<file path="src/rtl/pmp_pkg.sv">
package pmp_pkg;

	localparam int SLOTS        = 16;
	localparam int POOL_ENTRIES = 64;
	localparam int BODY_MAX     = 256;

	localparam int SLOT_W = $clog2(SLOTS);
	localparam int IDX_W  = $clog2(POOL_ENTRIES);
	localparam int PTR_W  = 7;
	localparam int KEY_W  = 5;
	localparam int CNT_W  = 7;

	localparam logic [PTR_W-1:0] NIL = PTR_W'(POOL_ENTRIES);

	localparam logic [2:0] OP_LOGIN  = 3'd0;
	localparam logic [2:0] OP_EXIT   = 3'd1;
	localparam logic [2:0] OP_SUB    = 3'd2;
	localparam logic [2:0] OP_UNSUB  = 3'd3;
	localparam logic [2:0] OP_SEND   = 3'd4;
	localparam logic [2:0] OP_RECV   = 3'd5;
	localparam logic [2:0] OP_TICK   = 3'd6;

	localparam logic [2:0] STS_OK      = 3'd0;
	localparam logic [2:0] STS_BAD_KEY = 3'd1;
	localparam logic [2:0] STS_NOT_REG = 3'd2;
	localparam logic [2:0] STS_EMPTY   = 3'd3;
	localparam logic [2:0] STS_NO_FREE = 3'd4;
	localparam logic [2:0] STS_BAD_LEN = 3'd5;

	typedef struct packed {
		logic [2:0]  operation;
		logic [4:0]  proc_key;
		logic [31:0] type_mask;
		logic [4:0]  source_key;
		logic [4:0]  msg_type;
		logic [15:0] msg_level;
		logic [14:0] lifetime;
		logic [8:0]  msg_length;
		logic [31:0] payload;
	} in_item_t;

	typedef struct packed {
		logic [2:0]         status;
		logic [4:0]         result_value;
		logic [4:0]         out_source_key;
		logic [4:0]         out_type;
		logic [15:0]        out_level;
		logic signed [15:0] out_lifetime;
		logic [8:0]         out_length;
		logic [31:0]        out_payload;
		logic [6:0]         free_entries;
		logic [6:0]         pending_count;
	} out_item_t;

	typedef struct packed {
		logic [4:0]         src;
		logic [4:0]         mtype;
		logic [15:0]        level;
		logic signed [15:0] life;
		logic [8:0]         len;
		logic [31:0]        payload;
	} msg_t;

	typedef struct packed {
		logic [2:0]        op;
		logic              key_ok;
		logic [SLOT_W-1:0] slot;
		logic [KEY_W-1:0]  pk;
		logic [31:0]       tmask;
		logic              len_bad;
		msg_t              msg;
	} cmd_t;

endpackage

</file>
<file path="src/rtl/pmp_front.sv">
module pmp_front import pmp_pkg::*; (
	input  in_item_t item,
	output cmd_t     cmd
);

	always_comb begin
		cmd.op          = item.operation;
		cmd.key_ok      = (item.proc_key >= KEY_W'(1)) && (item.proc_key <= KEY_W'(SLOTS));
		cmd.slot        = SLOT_W'(item.proc_key - KEY_W'(1));
		cmd.pk          = item.proc_key;
		cmd.tmask       = item.type_mask;
		cmd.len_bad     = item.msg_length > 9'(BODY_MAX);
		cmd.msg.src     = item.source_key;
		cmd.msg.mtype   = item.msg_type;
		cmd.msg.level   = item.msg_level;
		cmd.msg.life    = $signed({1'b0, item.lifetime});
		cmd.msg.len     = item.msg_length;
		cmd.msg.payload = item.payload;
	end

endmodule

</file>
<file path="config.mk">
export PLATFORM = sky130hd
export DESIGN_NAME = pmp_front
export DESIGN_NICKNAME = d
export VERILOG_FILES = /design/src/rtl/pmp_pkg.sv /design/src/rtl/pmp_front.sv
export SDC_FILE = /design/constraint.sdc
export NUM_CORES = 1
export LEC_CHECK = 0
export CAP_MARGIN = 10
export CORE_AREA = 2 2 96 98
export DETAILED_ROUTE_END_ITERATION = 12
export DIE_AREA = 0 0 98 100
export DONT_BUFFER_PORTS = 1
export PLACE_DENSITY = 0.33
export SETUP_SLACK_MARGIN = 0.4
export SLEW_MARGIN = 15
export SYNTH_ARGS = -nofsm -noshare
export SYNTH_HDL_FRONTEND = slang
export SYNTH_SLANG_ARGS = --single-unit
</file>
<file path="constraint.sdc">
create_clock -name vclk -period 2.1
set_input_delay 0.42 -clock vclk [all_inputs]
set_output_delay 0.42 -clock vclk [all_outputs]
set_load 0.03 [all_outputs]
</file>
==> impl_metrics.env <==
export IMPL_worstPathArrival_ns=1.39
export IMPL_yosys_cell_types_count=11
export IMPL_rsz0062_at_grt="yes"
export IMPL_grt_pass1_wl_um=2270
export IMPL_num_rows=35
export IMPL_io_buffers=0
export IMPL_dieHeight_um=100
export IMPL_cp_start_kind="primary input"
export IMPL_dp_hpwl_um=1712
export IMPL_end_kind="primary output"
export IMPL_nets=146
export IMPL_grt_pass1_vias=314
export IMPL_crit_chain="clkinvlp_4, ha_4, or3b_1, a22oi_2, buf_6"
export IMPL_ys_seq_area_frac=0
export IMPL_cpPeakStageDelay_ns=0.35
export IMPL_drtPass1Iterations=1
export IMPL_core_um2=8890
export IMPL_nClkBuffers=0
export IMPL_finalHoldViolations=0
export IMPL_power_leakage_nw=0.07748
export IMPL_fin_area_um2=310.3
export IMPL_io_pins=251
export IMPL_fin_setup_tns_ns=0
export IMPL_max_freq_mhz=553.2
export IMPL_setup_viol=0
export IMPL_postSynthCellCount=138
export IMPL_start_util=0.1167
export IMPL_multiInputGateArea_um2=115.1
export IMPL_register_area_um2=0
export IMPL_critPathKind="primary input to primary output"
export IMPL_grtUsageTotal=0.03288
export IMPL_syn_avg_cell_area_um2=7.516
export IMPL_min_delay_start="item[24]"
export IMPL_worstSetupStartpoint="item[114]"
export IMPL_grt_ovfl_total=0
export IMPL_dr_total_vias=286
export IMPL_antenna_found_initial=0
export IMPL_drt_initial_drc_count=0
export IMPL_holdPathStages=0
export IMPL_area_growth_pct=-70.08
export IMPL_synth_area_um2=1037
export IMPL_worstPathMaxFanout=4
export IMPL_fin_crit_ns=1.808
export IMPL_fin_crit_sh=0.8608
export IMPL_min_to="cmd[24]"
export IMPL_post_route_drc_count=0
export IMPL_diodes=0
export IMPL_power_mw=0.04980
export IMPL_slew_violations=0
export IMPL_die_w_um=98
export IMPL_avgViaCountPerCell=2.183
export IMPL_max_vdd_ir_drop_v=0.00007517
export IMPL_cpLargestDelayFamily="simple AND/OR/NAND/NOR gates"
export IMPL_status="finished clean"
export IMPL_fillers=1057
export IMPL_post_dp_cell_area_um2=299.0
export IMPL_wl_per_cell_um=14.84
export IMPL_die_area_um2=9800
export IMPL_drv_cap=0
export IMPL_drive_gt1_frac=0.4500
export IMPL_routed_wl_um=1944
export IMPL_crit_path_top_delay_cell="or3b_1"
export IMPL_crit_buf_inv=2
export IMPL_hp_class="primary input to primary output"
export IMPL_required_ns=1.68
export IMPL_gp_congestion=0.5377
export IMPL_nFlopsAndLatches=0
export IMPL_power_density_nw_per_um2=160.5
export IMPL_syn_nets=262
export IMPL_yosysWarnings=0
export IMPL_ant_nets=0
export IMPL_grt_max_degree=5
-- kinds of logic after synthesis --
group,synth area share
other,0.003615
AO/OA/AOI/OAI,0.01930
buffers and inverters,0.9011
XOR/XNOR,0.01689
adder cells (fa/ha/maj),0.02412
AND/OR/NAND/NOR,0.03498
-- how the worst max path moves through the flow --
| stage | end | slack (ns) | cells after the start |
|---|---|---|---|
| after floorplan | cmd[125] | 0.27 | 4 |
| after global placement | cmd[125] | 0.25 | 5 |
| after detailed placement | cmd[125] | 0.23 | 5 |
| after CTS | cmd[125] | 0.28 | 5 |
| after global routing | cmd[125] | 0.24 | 5 |
| final | cmd[125] | 0.29 | 5 |
-- synth_stat cells --
library cell,n,area share
a21boi_0,1,0.0072
a22oi_2,1,0.012
buf_4,123,0.89
conb_1,1,0.0036
ha_1,2,0.024
inv_1,3,0.011
nor3_1,1,0.0048
nor3_2,1,0.0097
nor4_1,2,0.012
or3b_1,1,0.0084
xor2_1,2,0.017
-- metrics by stage --
step | setup WS, ns | utilization | hold slack (ns) | instances
finish | 0.2924 | 0.03491 | 0.8400 | 131
floorplan | 0.2701 | - | 0.9419 | 138
global route | 0.2363 | 0.03491 | 0.8400 | 131
CTS | 0.2774 | 0.03491 | 0.8402 | 131
global placement | 0.2535 | 0.03364 | 0.8402 | 130
detailed placement | 0.2339 | 0.03364 | 0.8402 | 130
-- repair_timing --
| action | CTS | global route |
|---|---|---|
| pin swaps | 2 | 0 |
| setup buffers | 1 | 0 |
| endpoints found under the setup margin | 1 | 2 |
| resized for setup | 1 | 0 |
| cloned | 0 | 0 |
| hold buffers | 0 | 0 |
-- cell type report --
class | count | area share
repair buffers | 5 | 0.1331
inverters | 3 | 0.04839
well taps | 111 | 0.4476
multi-input cells | 12 | 0.3710
-- layer usage --
layer,vias to the layer above,part of all wire,GRT usage
met5,-,0,0
met4,0,0.22,0.07158
met3,52,0.30,0.03900
met2,70,0.35,0.04162
met1,103,0.13,0.009668
li1,61,-,-
-- where the power goes --
group	internal, mW	switching, mW	total (mW)	leakage [nW]
Clock	0	0	0	0
Combinational	0.0170	0.0328	0.0498	0.0775
Sequential	0	0	0	0
Total	0.0170	0.0328	0.0498	0.0775
-- placed cells by master (no fill, tap or decap) --
cell | Yosys | routed
ha_4 | 0 | 1
buf_6 | 0 | 1
xor2_1 | 2 | 2
buf_4 | 123 | 4
nor4_1 | 2 | 2
inv_1 | 3 | 2
nor3_1 | 1 | 1
conb_1 | 1 | 1
ha_1 | 2 | 1
clkinvlp_4 | 0 | 1
a22oi_2 | 1 | 1
or3b_1 | 1 | 1
a21boi_0 | 1 | 1
nor3_2 | 1 | 1
Note: power is estimated with default switching activity, not from simulation.
