## src/rtl/pmp_pkg.sv

```systemverilog
package pmp_pkg;

	localparam int SLOTS        = 16;
	localparam int POOL_ENTRIES = 64;
	localparam int BODY_MAX     = 256;

	localparam int SLOT_W = $clog2(SLOTS);
	localparam int IDX_W  = $clog2(POOL_ENTRIES);
	localparam int PTR_W  = 7;
	localparam int KEY_W  = 5;
	localparam int CNT_W  = 7;

	localparam logic [PTR_W-1:0] NIL = PTR_W'(POOL_ENTRIES);

	localparam logic [2:0] OP_LOGIN  = 3'd0;
	localparam logic [2:0] OP_EXIT   = 3'd1;
	localparam logic [2:0] OP_SUB    = 3'd2;
	localparam logic [2:0] OP_UNSUB  = 3'd3;
	localparam logic [2:0] OP_SEND   = 3'd4;
	localparam logic [2:0] OP_RECV   = 3'd5;
	localparam logic [2:0] OP_TICK   = 3'd6;

	localparam logic [2:0] STS_OK      = 3'd0;
	localparam logic [2:0] STS_BAD_KEY = 3'd1;
	localparam logic [2:0] STS_NOT_REG = 3'd2;
	localparam logic [2:0] STS_EMPTY   = 3'd3;
	localparam logic [2:0] STS_NO_FREE = 3'd4;
	localparam logic [2:0] STS_BAD_LEN = 3'd5;

	typedef struct packed {
		logic [2:0]  operation;
		logic [4:0]  proc_key;
		logic [31:0] type_mask;
		logic [4:0]  source_key;
		logic [4:0]  msg_type;
		logic [15:0] msg_level;
		logic [14:0] lifetime;
		logic [8:0]  msg_length;
		logic [31:0] payload;
	} in_item_t;

	typedef struct packed {
		logic [2:0]         status;
		logic [4:0]         result_value;
		logic [4:0]         out_source_key;
		logic [4:0]         out_type;
		logic [15:0]        out_level;
		logic signed [15:0] out_lifetime;
		logic [8:0]         out_length;
		logic [31:0]        out_payload;
		logic [6:0]         free_entries;
		logic [6:0]         pending_count;
	} out_item_t;

	typedef struct packed {
		logic [4:0]         src;
		logic [4:0]         mtype;
		logic [15:0]        level;
		logic signed [15:0] life;
		logic [8:0]         len;
		logic [31:0]        payload;
	} msg_t;

	typedef struct packed {
		logic [2:0]        op;
		logic              key_ok;
		logic [SLOT_W-1:0] slot;
		logic [KEY_W-1:0]  pk;
		logic [31:0]       tmask;
		logic              len_bad;
		msg_t              msg;
	} cmd_t;

endpackage

```

## src/rtl/pmp_cmd_fifo.sv

```systemverilog
module pmp_cmd_fifo import pmp_pkg::*; (
	input  logic clk,
	input  logic arst_n,
	input  logic push,
	input  cmd_t push_data,
	output logic full,
	input  logic pop,
	output logic avail,
	output cmd_t pop_data
);

	cmd_t       mem_q [2];
	logic       wp_q, rp_q;
	logic [1:0] cnt_q;

	assign full     = cnt_q == 2'd2;
	assign avail    = cnt_q != 2'd0;
	assign pop_data = mem_q[rp_q];

	always_ff @(posedge clk) begin
		if (push) mem_q[wp_q] <= push_data;
	end

	always_ff @(posedge clk or negedge arst_n) begin
		if (!arst_n) begin
			wp_q  <= 1'b0;
			rp_q  <= 1'b0;
			cnt_q <= 2'd0;
		end else begin
			if (push) wp_q <= ~wp_q;
			if (pop) rp_q <= ~rp_q;
			cnt_q <= cnt_q + {1'b0, push} - {1'b0, pop};
		end
	end

endmodule

```

## config.mk

```make
export PLATFORM = sky130hd
export DESIGN_NAME = pmp_cmd_fifo
export DESIGN_NICKNAME = d
export VERILOG_FILES = /design/src/rtl/pmp_pkg.sv /design/src/rtl/pmp_cmd_fifo.sv
export SDC_FILE = /design/constraint.sdc
export NUM_CORES = 1
export LEC_CHECK = 0
export BUFFER_PORTS_ARGS = -buffer_cell sky130_fd_sc_hd__buf_2
export CORE_MARGIN = 2
export CORE_UTILIZATION = 35
export CTS_BUF_LIST = sky130_fd_sc_hd__clkbuf_8
export DETAILED_ROUTE_END_ITERATION = 10
export PLACE_DENSITY = 0.55
export REMOVE_ABC_BUFFERS = 1
export SKIP_LAST_GASP = 1
export SLEW_MARGIN = 15
export SYNTH_ARGS = -nofsm -noshare
export SYNTH_HDL_FRONTEND = slang
export SYNTH_SLANG_ARGS = --single-unit
```

## constraint.sdc

```tcl
create_clock -name clk -period 7.8 [get_ports clk]
set_clock_uncertainty 0.05 [all_clocks]
set_input_delay 1.56 -clock clk [delete_from_list [all_inputs] [get_ports clk]]
set_output_delay 1.56 -clock clk [all_outputs]
set_load 0.02 [all_outputs]
```

==> results.toml <==
[die]
start_util = 0.355
chipHeight_um = 169
die_x_um = 169
coreArea_mm2 = 0.0269
fp-row-count = 60
design.portCount = 264
dieArea_mm2 = 0.0286

[layout]
layout-drive-gt1-share = 0.600
nNetsFinal = 849
final_cell_area_mm2 = 0.0120
regArea_mm2 = 0.00785
multiInputGateArea_mm2 = 0.00155
nFillCells = 2407
area_growth_pct = 25.4
final_util = 0.445

[critical_path]
end_kind = "output pin"
path_cells = "buf_4 -> mux2_2 -> buf_2"
critPathKind = "reg2out"
path_depth = 3
worstRegToRegCells = 3
worstPathMaxFanout = 67
worst_ep_arrival_time_ps = 2990
reg2reg_to = "mem_q[0][20]"
cp_top_family = "buffers and inverters"
cp.required_ps = 6190
cpPeakStageDelay_ps = 980
rrSetupSlack_ps = 5200
path_buf_inv = 2
critPathLaunchType = "flip-flop"
slowest_stage = "dfrtp_4"
reg2reg_from = "wp_q"

[flow_run]
maxCapViolations = 0

[hold_path]
holdPathEnd = "wp_q"
worst_hold_path.num_cells = 1
hold_path.class = "reg2reg"
hold_start = "wp_q"

[global_routing]
grt_overflow = 0
grt_max_degree = 70
grt_pass1_vias = 5300
grt_pass1_wl_um = 28200
grt_usage = 0.128
grt_antenna_before_repair = 3

[power_and_ir_drop]
leakage_uw = 0.00457
p_per_area_mw_per_mm2 = 369
swShare = 0.327
sequentialPowerShare = 0.453
comb_power_share = 0.309
clock_power_share = 0.239
p_int_uw = 2970
ir_drop_mv = 0.206
power_switching_uw = 1440

[sta]
report.final.slew_viol_count = 0
final.period_utilization = 0.590
setup_violations = 0
post-route-min-period_ps = 4600
setup_slack_ps = 3200
grt_setup_unrepaired = "no"
tightest_slew_ps = 974
fin_tns_setup_ps = 0
fmax_mhz = 217
max_slew_margin = 0.350
hold_viol = 0

[logic_synthesis]
synth_common_cells = "258 x edfxtp_1, 129 x mux2_2, 10 x buf_6"
async_flop_share = 0.0153
netlist-cell-type-count = 13
synth_seq_cells = 262
dominantRegCellSynth = "edfxtp_1"
synthCells = 416
yosys_warnings = 0
synth_top_area_share = 0.813
synth_edf_count = 258
synth_area_mm2 = 0.00953
yosysTopAreaCell = "edfxtp_1"
synth.area.top_cells = "edfxtp_1 81%, mux2_2 15%, buf_6 1.2%"
syn_area_per_cell_um2 = 22.9
ys_seq_area_frac = 0.823
synth.most_common_cell = "edfxtp_1"

[outcome]
status = "finished clean"

[clocking]
tritoncts.num_buffers = 43
postCtsResizedCells = 0
cts_root_buf = "clkbuf_8"
clk_latency_ps = 520
htree_levels = 2
post_cts_buffers = 0
clk_pin_slew_ps = 60
hold_buffers = 0
cts.path.max_buffers = 3
cts_tree = "yes"
cts_num_sinks = 262

[placement]
port_buffers = 263
gp_congestion = 0.700
hpwl_um = 12100
post_dp_cell_area_mm2 = 0.0112
pre_cts_slack_ps = 3650

[drt]
first_pass_iters = 4
avgRoutedWirePerCell_um = 17.6
viasPerCell = 4.51
vias = 4913
drtIter0Drc = 249
antenna_left = 0
drt_wl_total_um = 19200
drc_errors = 0
==> worst max-delay path by stage <==
stage | end | slack [ps] | startpoint
floorplan | mem_q[0][0] | -40 | push
global placement | pop_data[57] | 3700 | rp_q
detailed placement | pop_data[57] | 3650 | rp_q
CTS | pop_data[86] | 3050 | rp_q
global route | pop_data[128] | 2980 | rp_q
finish | pop_data[128] | 3200 | rp_q
==> through the flow <==
step	power, uW	hold WS (ps)	instances
final	4410	504	1090
after global routing	4640	521	1088
after CTS	4490	508	1088
after detailed placement	3420	493	1010
after global placement	3390	483	1010
after floorplan	2990	405	402
==> area by class of cell <==
cell class,instances,share of cell area
Antenna cell,2,0.000419
Clock buffer,47,0.0541
Clock inverter,31,0.00984
Inverter,2,0.000628
Multi-Input combinational cell,138,0.130
Sequential cell,262,0.657
Tap cell,341,0.0357
Timing Repair Buffer,267,0.113
==> worst reg2reg max path, cell delays in order, from the launching register on <==
cell and delay (ps):
dfrtp_1 430, nor2b_4 110, buf_4 630, buf_4 920
==> power by group through the flow <==
| stage | registers [uW] | logic, uW | clock network (uW) |
|---|---|---|---|
| floorplan | 2070 | 918 | 0 |
| global placement | 2020 | 1370 | 0 |
| detailed placement | 2030 | 1390 | 0 |
| CTS | 2000 | 1390 | 1100 |
| global route | 2030 | 1450 | 1160 |
| finish | 2000 | 1360 | 1050 |
==> layout by cell type (no fill, tap or decap), drive strengths merged <==
cell type and count:
buf 267, edfxtp 258, mux2 129, clkbuf 47, inv 24, clkinv 9, dfrtp 4, diode 2
xor2 2, ha 2, nor2b 2, xor3 1, and2 1, or2 1
==> registers in the layout, summed over array words and instances, names as in the netlist <==
register and flops:
wp_q 1, cnt_q 2, rp_q 1, mem_q 258
==> layer usage <==
layer,global-route usage,up-vias,part of all wire
met5,0,-,0.00063
met4,0.0505,2,0.029
met3,0.0549,50,0.096
met2,0.211,212,0.47
met1,0.149,2386,0.40
li1,-,2263,-
==> logic make-up after synthesis <==
logic type	after synthesis	share of synthesized area
flip-flops	262	0.823
multiplexers	129	0.152
buffers and inverters	16	0.0150
AND/OR/NAND/NOR	4	0.00263
XOR/XNOR	3	0.00433
adder cells (fa/ha/maj)	2	0.00262
No activity file was read; power rests on OpenSTA's default activity.
